File: src/sv/b64_pkg.sv
// ----------------------------------------------------------------------------
// b64_pkg: shared types and constants for the base64 stream encoder
// Holds the group record passed from front to back and the alphabet lookup.
// ----------------------------------------------------------------------------
package b64_pkg;

  localparam int unsigned QUEUE_DEPTH_DEF = 2;

  localparam logic [6:0] PAD_CHAR    = 7'h3D;
  localparam logic [5:0] SEXTET_MASK = 6'h3F;

  // Number of message bytes present in a group
  localparam logic [1:0] TOTAL_ONE   = 2'd1;
  localparam logic [1:0] TOTAL_TWO   = 2'd2;
  localparam logic [1:0] TOTAL_THREE = 2'd3;

  // One complete or partial group, left-aligned in 24 bits
  typedef struct packed {
    logic [23:0] group;
    logic [1:0]  total;
    logic        last;
  } b64_group_t;

  // Standard alphabet: A-Z, a-z, 0-9, '+', '/'
  function automatic logic [6:0] sextet_char(input logic [5:0] v);
    logic [6:0] c;
    if (v < 6'd26) begin
      c = 7'h41 + {1'b0, v};
    end else if (v < 6'd52) begin
      c = 7'h61 + {1'b0, v - 6'd26};
    end else if (v < 6'd62) begin
      c = 7'h30 + {1'b0, v - 6'd52};
    end else if (v == 6'd62) begin
      c = 7'h2B;
    end else begin
      c = 7'h2F;
    end
    return c;
  endfunction

endpackage

File: src/sv/b64_front.sv
// ----------------------------------------------------------------------------
// b64_front: byte collector
// Accepts bytes, holds up to two pending ones and pushes finished groups.
// ----------------------------------------------------------------------------
module b64_front (
  input  logic               clk,
  input  logic               rst_n,
  input  logic               in_tvalid,
  output logic               in_tready,
  input  logic [7:0]         in_tdata,   // [7:0] data_byte
  input  logic               in_tlast,   // last_byte
  output logic               push,
  output b64_pkg::b64_group_t push_data,
  input  logic               q_full
);
  import b64_pkg::*;

  logic [15:0] pending_r, pending_nxt;
  logic [1:0]  count_r, count_nxt;
  logic [1:0]  held;
  logic [1:0]  total;
  logic        accept;

  assign in_tready = !q_full;
  assign accept    = in_tvalid && in_tready;

  always_comb begin
    held = (count_r > 2'd2) ? 2'd2 : count_r;
    total = held + 2'd1;
    pending_nxt = pending_r;
    count_nxt = count_r;
    push = 1'b0;
    push_data.last = in_tlast;
    push_data.total = total;
    case (total)
      TOTAL_THREE: push_data.group = {pending_r, in_tdata};
      TOTAL_TWO:   push_data.group = {pending_r[7:0], in_tdata, 8'h00};
      default:     push_data.group = {in_tdata, 16'h0000};
    endcase
    if (accept) begin
      if (total != TOTAL_THREE && !in_tlast) begin
        pending_nxt = {pending_r[7:0], in_tdata};
        count_nxt = total;
      end else begin
        push = 1'b1;
        pending_nxt = '0;
        count_nxt = '0;
      end
    end
  end

  always_ff @(posedge clk) begin
    if (!rst_n) begin
      pending_r <= '0;
      count_r <= '0;
    end else begin
      pending_r <= pending_nxt;
      count_r <= count_nxt;
    end
  end

endmodule

File: src/sv/b64_queue.sv
// ----------------------------------------------------------------------------
// b64_queue: short group queue
// Decouples the byte collector from the character emitter.
// ----------------------------------------------------------------------------
module b64_queue #(
  parameter int unsigned DEPTH = b64_pkg::QUEUE_DEPTH_DEF
) (
  input  logic                clk,
  input  logic                rst_n,
  input  logic                push,
  input  b64_pkg::b64_group_t push_data,
  input  logic                pop,
  output b64_pkg::b64_group_t pop_data,
  output logic                empty,
  output logic                full
);
  import b64_pkg::*;

  localparam int unsigned PTR_W = (DEPTH > 1) ? $clog2(DEPTH) : 1;
  localparam int unsigned CNT_W = $clog2(DEPTH + 1);
  localparam logic [PTR_W-1:0] LAST_PTR = PTR_W'(DEPTH - 1);
  localparam logic [CNT_W-1:0] FULL_CNT = CNT_W'(DEPTH);

  b64_group_t       slots_r [DEPTH];
  logic [PTR_W-1:0] wr_ptr_r, wr_ptr_nxt;
  logic [PTR_W-1:0] rd_ptr_r, rd_ptr_nxt;
  logic [CNT_W-1:0] count_r, count_nxt;
  logic             do_push, do_pop;

  assign empty    = (count_r == '0);
  assign full     = (count_r == FULL_CNT);
  assign do_push  = push && !full;
  assign do_pop   = pop && !empty;
  assign pop_data = slots_r[rd_ptr_r];

  always_comb begin
    wr_ptr_nxt = wr_ptr_r;
    rd_ptr_nxt = rd_ptr_r;
    count_nxt = count_r;
    if (do_push) begin
      wr_ptr_nxt = (wr_ptr_r == LAST_PTR) ? '0 : wr_ptr_r + 1'b1;
    end
    if (do_pop) begin
      rd_ptr_nxt = (rd_ptr_r == LAST_PTR) ? '0 : rd_ptr_r + 1'b1;
    end
    case ({do_push, do_pop})
      2'b10:   count_nxt = count_r + 1'b1;
      2'b01:   count_nxt = count_r - 1'b1;
      default: count_nxt = count_r;
    endcase
  end

  always_ff @(posedge clk) begin
    if (do_push) begin
      slots_r[wr_ptr_r] <= push_data;
    end
  end

  always_ff @(posedge clk) begin
    if (!rst_n) begin
      wr_ptr_r <= '0;
      rd_ptr_r <= '0;
      count_r <= '0;
    end else begin
      wr_ptr_r <= wr_ptr_nxt;
      rd_ptr_r <= rd_ptr_nxt;
      count_r <= count_nxt;
    end
  end

endmodule

File: src/sv/b64_back.sv
// ----------------------------------------------------------------------------
// b64_back: character emitter
// Takes one group from the queue and sends four characters, one per beat.
// ----------------------------------------------------------------------------
module b64_back (
  input  logic                clk,
  input  logic                rst_n,
  input  logic                q_empty,
  input  b64_pkg::b64_group_t q_data,
  output logic                pop,
  output logic                out_tvalid,
  input  logic                out_tready,
  output logic [7:0]          out_tdata,  // [6:0] out_char, [7] zero
  output logic                out_tlast   // out_last
);
  import b64_pkg::*;

  b64_group_t  entry_r, entry_nxt;
  logic        active_r, active_nxt;
  logic [1:0]  idx_r, idx_nxt;
  logic        out_valid_r, out_valid_nxt;
  logic [6:0]  out_char_r, out_char_nxt;
  logic        out_last_r, out_last_nxt;
  logic        load;
  logic        done;
  logic [6:0]  ch;

  // Output slot is free when empty or being taken this cycle
  assign load = active_r && (!out_valid_r || out_tready);
  assign done = load && (idx_r == 2'd3);
  assign pop  = (!active_r || done) && !q_empty;

  always_comb begin
    case (idx_r)
      2'd0: ch = sextet_char(entry_r.group[23:18] & SEXTET_MASK);
      2'd1: ch = sextet_char(entry_r.group[17:12] & SEXTET_MASK);
      2'd2: ch = (entry_r.total != TOTAL_ONE) ?
                 sextet_char(entry_r.group[11:6] & SEXTET_MASK) : PAD_CHAR;
      default: ch = (entry_r.total == TOTAL_THREE) ?
                    sextet_char(entry_r.group[5:0] & SEXTET_MASK) : PAD_CHAR;
    endcase
  end

  always_comb begin
    entry_nxt = entry_r;
    active_nxt = active_r;
    idx_nxt = idx_r;
    out_valid_nxt = out_valid_r;
    out_char_nxt = out_char_r;
    out_last_nxt = out_last_r;
    if (out_valid_r && out_tready) begin
      out_valid_nxt = 1'b0;
    end
    if (load) begin
      out_valid_nxt = 1'b1;
      out_char_nxt = ch;
      out_last_nxt = entry_r.last && (idx_r == 2'd3);
      idx_nxt = idx_r + 2'd1;
      if (done) begin
        active_nxt = 1'b0;
      end
    end
    // Refill from the queue when idle or as the previous group finishes
    if (pop) begin
      entry_nxt = q_data;
      active_nxt = 1'b1;
      idx_nxt = '0;
    end
  end

  always_ff @(posedge clk) begin
    if (!rst_n) begin
      active_r <= 1'b0;
      idx_r <= '0;
      out_valid_r <= 1'b0;
    end else begin
      active_r <= active_nxt;
      idx_r <= idx_nxt;
      out_valid_r <= out_valid_nxt;
    end
    entry_r <= entry_nxt;
    out_char_r <= out_char_nxt;
    out_last_r <= out_last_nxt;
  end

  assign out_tvalid = out_valid_r;
  assign out_tdata  = {1'b0, out_char_r};
  assign out_tlast  = out_last_r;

endmodule

File: src/sv/base64_stream_encoder.sv
// ----------------------------------------------------------------------------
// base64_stream_encoder: streaming base64 encoder with '=' padding
// With the emitter idle, a group goes from a queue slot to the emitter's group
// register, and its first character is then held in the emitter output register.
// Throughput: one character per cycle while out_tready is high, set by the single
// emitter output register; each group gives four characters.
// Input is taken every cycle while the group queue has room.
// Reset (rst_n low, synchronous) clears pending bytes, queue and output valid.
// ----------------------------------------------------------------------------
module base64_stream_encoder #(
  parameter int unsigned QUEUE_DEPTH = b64_pkg::QUEUE_DEPTH_DEF
) (
  input  logic       clk,
  input  logic       rst_n,
  input  logic       in_tvalid,
  output logic       in_tready,
  input  logic [7:0] in_tdata,   // [7:0] data_byte
  input  logic       in_tlast,   // last_byte
  output logic       out_tvalid,
  input  logic       out_tready,
  output logic [7:0] out_tdata,  // [6:0] out_char, [7] zero
  output logic       out_tlast   // out_last
);
  import b64_pkg::*;

  b64_group_t push_data;
  b64_group_t pop_data;
  logic       push;
  logic       pop;
  logic       q_empty;
  logic       q_full;

  b64_front u_front (
    .clk       (clk),
    .rst_n     (rst_n),
    .in_tvalid (in_tvalid),
    .in_tready (in_tready),
    .in_tdata  (in_tdata),
    .in_tlast  (in_tlast),
    .push      (push),
    .push_data (push_data),
    .q_full    (q_full)
  );

  b64_queue #(
    .DEPTH (QUEUE_DEPTH)
  ) u_queue (
    .clk       (clk),
    .rst_n     (rst_n),
    .push      (push),
    .push_data (push_data),
    .pop       (pop),
    .pop_data  (pop_data),
    .empty     (q_empty),
    .full      (q_full)
  );

  b64_back u_back (
    .clk        (clk),
    .rst_n      (rst_n),
    .q_empty    (q_empty),
    .q_data     (pop_data),
    .pop        (pop),
    .out_tvalid (out_tvalid),
    .out_tready (out_tready),
    .out_tdata  (out_tdata),
    .out_tlast  (out_tlast)
  );

endmodule
File: config.mk
export PLATFORM = sky130hd
export DESIGN_NAME = base64_stream_encoder
export DESIGN_NICKNAME = d
export VERILOG_FILES = /design/src/sv/b64_pkg.sv /design/src/sv/b64_front.sv /design/src/sv/b64_queue.sv /design/src/sv/b64_back.sv /design/src/sv/base64_stream_encoder.sv
export SDC_FILE = /design/constraint.sdc
export NUM_CORES = 1
export LEC_CHECK = 0
export ABC_AREA = 1
export BUFFER_PORTS_ARGS = -buffer_cell sky130_fd_sc_hd__buf_4
export CORE_MARGIN = 1
export CORE_UTILIZATION = 65
export DETAILED_ROUTE_END_ITERATION = 7
export GPL_ROUTABILITY_DRIVEN = 1
export PLACE_DENSITY = 0.83
export SLEW_MARGIN = 20
export SYNTH_ARGS = -nofsm -noshare
export SYNTH_HDL_FRONTEND = slang
export SYNTH_SLANG_ARGS = --single-unit
File: constraint.sdc
create_clock -name clk -period 6.78 [get_ports clk]
set_input_delay 0.678 -clock clk [delete_from_list [all_inputs] [get_ports clk]]
set_output_delay 0.678 -clock clk [all_outputs]
set_load 0.05 [all_outputs]
* Word-level counts from Yosys, hierarchy flattened *
Memory sizes are Yosys's and may differ from the RTL's. A register that Yosys moved wholly into a read port is not among the register bits.
Cells that the tools add are included.
W data, S select, Z words.

storage, ports and cells
  bits in registers = 34
  memories kept = 1
  memory bits (writable) = 54
  output and inout port bits = 11
  input bits = 13

memory list
  name             depth  width  rd ports  clocked after Yosys merged registers in  wr ports  line             text
  u_queue.slots_r  2      27     1         1                                        1         b64_queue.sv:24  b64_group_t slots_r [DEPTH];

operators by class
  add/subtract/negate cells = 26
  reductions and logical operators = 24
  bitwise operators = 1
  mux-type cells = 35
  eq/ne operators = 15
  $lt $le $gt $ge = 13

operators with widths
  cell                   count
  $mux W7                14
  $add A7 B6 Y7 const A  8
  $lt A6 B6 Y1 const B   8
  $pmux W24 S2           1
  $add A6 B6 Y7 const A  4
  $eq A6 B6 Y1 const B   4
  $lt A6 B5 Y1 const B   4
  $sub A6 B5 Y6 const B  4
  $sub A6 B6 Y6 const B  4
  $pmux W7 S3            1
  $mux W16               1
  $eq A2 B2 Y1 const B   7
  $mux W3                4
  $mux W1                11
  $logic_and A1 B1 Y1    9
  $reduce_bool A2 Y1     4
  $add A2 B1 Y2 const B  3
  $logic_not A1 Y1       5
  $eq A2 B1 Y1 const B   2
  $logic_not A2 Y1       2
  $mux W2                2
  $pmux W2 S2            1
  $add A1 B1 Y1 const B  2
  $gt A2 B2 Y1 const B   1
  7 further kinds        8

* Logic depth before layout (Yosys ltp) *
Gate-level depths: netlist of the first run.

  word-level depth = 10
  gate-level depth with buffers = 15
  mapped depth without buffers = 15

* Modules after synthesis *
A second synthesis of the first run with hierarchy kept.

second synthesis, totals
  cell total of the unflattened synthesis = 755
  area total of the unflattened synthesis = 6894.1 sq um

by module, submodules not included
  module     times used  cells each  area an instance (sq um)
  b64_back   1           475         3562.2
  b64_queue  1           124         2301.0
  b64_front  1           156         1031.0

* Least setup slack after synthesis of the first run *
OpenSTA, ideal clock, no wires.

  kind = input port to flip-flop
  start = in out_tready
  end = reg u_queue.count_r[1]
  required time = 6.710 ns
  arrival = 2.965 ns
  path buffers = 0
  path slack = 3.745 ns
  stages = 10
  cell sequence = inv_1 -> nand2_1 -> a21oi_1 -> nor2_1 -> ha_1 -> inv_1 -> nand2_1 -> nor2_1 -> o21ai_0 -> a21oi_1

on the way
  cells in the longest elaborated chain, start to end = 8
  elaborated cells on any way between the ends = 10

RTL lines
  element                                                   line                         text
  from (decl)                                               base64_stream_encoder.sv:20  input logic out_tready,
  $logic_or A1 B1 Y1 (*)                                    b64_back.sv:29               assign load = active_r && (!out_valid_r || out_tready);
  $logic_and A1 B1 Y1 (*)                                   b64_back.sv:29
  $logic_and A1 B1 Y1 (*)                                   b64_back.sv:30               assign done = load && (idx_r == 2'd3);
  $logic_or A1 B1 Y1 (*)                                    b64_back.sv:31               assign pop = (!active_r || done) && !q_empty;
  $logic_and A1 B1 Y1 (*)                                   b64_back.sv:31
  via pop                                                   base64_stream_encoder.sv:29  logic pop;
  $logic_and A1 B1 Y1 (*)                                   b64_queue.sv:33              assign do_pop = pop && !empty;
  $eq A2 B1 Y1 / $eq A2 B2 Y1 (equally long branches)       b64_queue.sv:46              case ({do_push, do_pop})
  $pmux W2 S2 / $reduce_bool A2 Y1 (equally long branches)  --
  to (signal assigned)                                      b64_queue.sv:67              count_r <= count_nxt;
  to (decl)                                                 b64_queue.sv:27              logic [CNT_W-1:0] count_r, count_nxt;

Mark *: on every way through the listed nets, which the timed path passes. The rest lies on a longest branch.
A chain may end at the register's enable or synchronous reset.

==> results of run 1 <==
==> flip-flops by register name, indices dropped and copies added, names as in the netlist, 2 cells and up <==
signal / count
u_queue.slots_r: 54
u_queue.count_r: 2
u_back.out_char_r: 7
u_back.idx_r: 2
u_front.pending_r: 16
u_front.count_r: 2
u_back.entry_r: 27
==> path summary, 6_finish.rpt <==
path	slack [ns]	end
setup reg to reg	4.55	u_queue.slots_r[0][19]
setup / recovery	4.55	u_queue.slots_r[0][19]
hold / removal	0.38	u_queue.slots_r[1][0]
hold reg to reg	0.47	u_back.out_tvalid
==> placed cells by master (no fill, tap or decap), types with 3 or more instances in the layout <==
cell and n:
a22oi_1 9, dfxtp_1 26, nand3b_1 3, inv_6 3
o211ai_1 7, inv_2 9, nor2_4 5, edfxtp_1 89
o21ai_2 3, xor2_1 19, nor2_2 5, xnor2_1 3
nand2_1 217, nand4_1 4, a21oi_1 23, nand2_2 9
o21ai_0 40, clkbuf_16 17, buf_4 26, nor2_1 54
clkinv_4 4, a211oi_2 9, a211oi_1 10, o22ai_1 8
ha_1 44, nand3_1 32, inv_1 85
==> cell families (layout without fill, tap and decap cells) <==
family,after synthesis,in the layout
simple gates,336,336
other cells,1,1
buf+inv,111,154
flops,115,115
fa+ha+maj,44,44
compound gates,120,120
xor+xnor,23,23
==> layout make-up <==
type | instances | area [um2]
Tap cell | 133 | 166
Inverter | 96 | 360
Sequential cell | 115 | 3190
Fill cell | 653 | 2310
Clock inverter | 13 | 144
Timing Repair Buffer | 26 | 195
Multi-Input combinational cell | 524 | 2960
Clock buffer | 19 | 443
==> stage by stage <==
step            util  power, mW  std cells
6_report       0.764       3.59        926
5_1_grt        0.764       3.86        926
4_1_cts        0.764       3.59        926
3_5_place_dp   0.704       2.72        894
3_3_place_gp   0.704       2.66        894
2_1_floorplan      -       2.34        750
==> layer usage <==
metal	track usage	vias up	part of all wire
li1	-	2557	-
met1	0.319	2320	0.42
met2	0.461	175	0.50
met3	0.0461	37	0.045
met4	0.134	0	0.030
met5	0	-	0
==> power breakdown <==
group	switching [mW]	leakage, nW	internal, mW
Sequential	0.166	1.05	0.998
Clock	0.314	0.293	0.548
Combinational	1.03	2.01	0.529
==> results.cfg, run 1 <==
[critical_path]
cp.arrival_ns = 2.44
critPathMaxStageDelay_ns = 0.71
cp_num_cells = 3
endpoint_kind = flip-flop
worstPathRequired_ns = 6.98
cp_top_family = flip-flops
crit_path_top_delay_cell = dfxtp_1
worst-path-buf-inv = 1
r2r_cells = 3
timing.rr.start = u_front.count_r[1]
cp-startpoint = u_front.count_r[1]
start_kind = flip-flop
crit_fanout = 19
worstPathCellList = clkinv_1, nand2_1, o21ai_0
path_class = reg2reg

[clock_tree]
insertion_delay_ns = 0.50
cts_root_buffer = clkbuf_8
cts_tree = done
cts_hold_buffers = 0
htree_levels = 4
postCtsResizedCells = 0
clock_sink_count = 115
path_clk_slew_ns = 0.06
cts_buffers = 17
cts_max_path_buffers = 2
cts_setup_buffers = 0

[floorplanning]
io_pins = 24
rows = 36
dieArea_um2 = 10500
die_x_um = 103
floorplan.initialDensity = 0.674
coreArea_um2 = 9770
die_height_um = 103

[sta]
slew_viol_final = 0
fmax_mhz = 448
hold_violations = 0
slew_headroom = 0.507
fin_skew_ns = 0.00988
worst_pin_slew_ns = 0.735
finalSetupTns_ns = 0
min_period_ns = 2.23
rsz0062_at_grt = false
holdWs_ns = 0.384
timing.final.crit_share = 0.329
setup_slack_ns = 4.55
final-setup-viol-count = 0

[cells_and_area]
fin_area_um2 = 7460
n_antenna_cell = 0
fin_nets = 837
area_growth_pct = 13.3
drive_gt1_frac = 0.126

[placement]
place_ws_ns = 4.48
place_area_um2 = 6880
port_buffers = 22
gp_congestion = 1.04
place_hpwl_um = 9430

[grt]
grt_pass1_vias = 4831
gr-total-overflow = 0
grt_usage = 0.266
antenna_found_initial = 0
grt_pass1_wl_um = 21400
grt_max_degree = 36

[detailed_routing]
post_drt_via_cell_ratio = 5.50
wirelength_um = 13000
wl_per_cell_um = 14.1
first_pass_iters = 5
ant_nets = 0
drt_drc_violations_left = 0
first_iter_violations = 366
vias = 5089

[power]
p_leak_nw = 3.35
power.density_nw_per_um2 = 481
max-vdd-ir-drop_mv = 0.345

[logic_synthesis]
synth_mux_area_frac = 0
synthAdderAreaFrac = 0.0836
ys.flop_type = edfxtp_1
synthXorXnorAreaFrac = 0.0317
yosys_warnings = 0
yosys.area.top_type = edfxtp_1
ys_ff_latch = 115
synth_top_area_share = 0.406
mappedNetlistArea_um2 = 6590
syn_nets = 807
synth-seq-area-share = 0.485
synth-edff-count = 89
synth_top_family_by_area = simple AND/OR/NAND/NOR gates
async_reset_ff_frac = 0
yosysUniqueCellTypes = 42
synthSimpleGateAreaFrac = 0.214
ys_top_cells_by_area = edfxtp_1, nand2_1, ha_1
syn-instance-count = 750
syn_avg_cell_area_um2 = 8.78
synthMostInstantiatedCell = nand2_1
synth_compound_area_frac = 0.119
netlist_top_cells_count = nand2_1, edfxtp_1, inv_1

[worst_hold_path]
hold_class = in2reg
hp-start = in_tlast
whs_path_depth = 1

[outcome]
outcome = complete, no violations

[job]
cap_violations = 0
(Power assumes the default switching activity.)
==> run 2, diff against run 1 <==
Settings changed: CORE_UTILIZATION 65 to 56, PLACE_DENSITY 0.83 to 0.76.
Clock period 6.78 ns to 1.9 ns, I/O delays scaled along.
==> results.cfg, run 2 (same netlist as run 1, synthesis figures left out) <==
[cells_and_area]
top_register = u_queue.slots_r
reg_top3 = u_queue.slots_r: 54 flops, u_back.entry_r: 27 flops, u_front.pending_r: 16 flops
fin_nets = 896
utilization = 0.716
largest_register_ffs = 54
fin_area_um2 = 8180
final_common_cell = nand2_1
final_cell_mix = nand2_1, edfxtp_1, buf_4
n_antenna_cell = 0
area_growth_pct = 24.2
drive_gt1_frac = 0.229

[critical_path]
critPathMaxStageDelay_ns = 0.48
worstPathCellList = buf_4, ha_1, nand2_1, nand2_1, nand2_2, nand2_4, o211ai_1, nand3_1, o21ai_0, nand3_1, nand2_1, nand2_1
endpoint_kind = flip-flop
critical_path.most_common_cell = nand2_1
cp.arrival_ns = 2.14
path_class = reg2reg
crit_path_top_delay_cell = edfxtp_1
worst-path-buf-inv = 1
cp_top_family = simple AND/OR/NAND/NOR gates
crit_fanout = 9
start_kind = flip-flop
worstPathRequired_ns = 2.07

[power]
total_power_mw = 14.5
max-vdd-ir-drop_mv = 1.03
p_leak_nw = 3.68
power.density_nw_per_um2 = 1780

[outcome]
violations = negative setup slack
outcome = finished with violations

[sta]
rsz0062_at_grt = true
min_period_ns = 1.98
setup_slack_ns = -0.0751
final-setup-viol-count = 6
hold_violations = 0
slew_headroom = 0.545
timing.final.crit_share = 1.04
fmax_mhz = 506
fin_skew_ns = 0.00684
slew_viol_final = 0
worst_pin_slew_ns = 0.680

[clock_tree]
cts_max_path_buffers = 2
cts_tree = done
clock_sink_count = 115
cts_root_buffer = clkbuf_16
path_clk_slew_ns = 0.06
insertion_delay_ns = 0.41
cts_buffers = 17
htree_levels = 4

[grt]
grt_pass1_vias = 5268
antenna_found_initial = 0
grt_usage = 0.250
grt_max_degree = 35
gr-total-overflow = 0
grt_pass1_wl_um = 24100

[detailed_routing]
post_drt_via_cell_ratio = 5.38
ant_nets = 0
wl_per_cell_um = 14.8
wirelength_um = 14700
drt_drc_violations_left = 0
first_iter_violations = 344
first_pass_iters = 5
vias = 5349

[floorplanning]
die_x_um = 110
floorplan.initialDensity = 0.577
rows = 39
dieArea_um2 = 12200
coreArea_um2 = 11400
die_height_um = 110
io_pins = 24

[job]
cap_violations = 0

[placement]
gp_congestion = 0.896
place_ws_ns = -0.145
place_hpwl_um = 10500
place_area_um2 = 7290
port_buffers = 22

[worst_hold_path]
hold_class = in2reg
## run 2: changes by cell type in the layout (fill, tap and decap cells not counted), sizes merged
| cell | before | now |
|---|---|---|
| buf | 26 | 84 |
| bufinv | 2 | 5 |
| clkbuf | 19 | 17 |
| clkinv | 8 | 6 |
| dlygate4sd3 | 0 | 1 |
| inv | 99 | 100 |
## run 2: final cells by class
cell class              instances  area (um2)
clock buffers                  17         425
clock inverters                15         245
fillers                       852        3240
inverters                      96         360
multi-input cells             524        3110
flip-flops and latches        115        3190
well taps                     143         179
repair buffers                 85         666
## run 2: per-layer routing
layer	global-route usage	vias up	share of wire
met1	0.294	2477	0.42
met5	0	-	0
met2	0.431	151	0.51
li1	-	2683	-
met4	0.118	0	0.029
met3	0.0576	38	0.043
## run 2: worst paths after layout
check                                         from  cells past startpoint                    to  slack [ns]
worst max-delay path            u_back.entry_r[12]                     12  u_back.out_char_r[3]       -0.08
worst min-delay path                   in_tdata[2]                      3  u_front.pending_r[2]        0.07
worst max register to register  u_back.entry_r[12]                     12  u_back.out_char_r[3]       -0.08
worst min register to register  u_queue.count_r[1]                      1    u_queue.count_r[1]        0.50
## run 2: worst register-to-register path, cell delays in order, from the launching register on
cell	delay (ns)
edfxtp_1	0.48
buf_4	0.19
ha_1	0.16
nand2_1	0.08
nand2_1	0.07
nand2_2	0.10
nand2_4	0.10
o211ai_1	0.11
nand3_1	0.09
o21ai_0	0.15
nand3_1	0.09
nand2_1	0.07
nand2_1	0.05
## run 2: power breakdown
| group | total [mW] | switching (mW) | internal [mW] |
|---|---|---|---|
| Clock | 3.58 | 1.21 | 2.37 |
| Sequential | 4.03 | 0.468 | 3.56 |
| Combinational | 6.93 | 4.28 | 2.66 |
| Total | 14.5 | 5.95 | 8.59 |
## run 2: stage by stage
stage / hold WS, ns / TNS (ns) / cells
after global placement: 0.399 / -0.328 / 952
after CTS: 0.0531 / -0.0993 / 989
after global routing: 0.0719 / -1.09 / 995
after detailed placement: 0.405 / -0.538 / 952
final: 0.0717 / -0.304 / 995
after floorplan: 0.289 / -0.0671 / 750
## run 2: timing repair
item | in CTS | in global routing
pin swaps | 4 | 16
hold buffers | 1 | 0
gates resized for setup | 13 | 39
endpoints found under the setup margin | 7 | 9
setup buffers | 4 | 6
endpoints found under the hold margin | 2 | 0
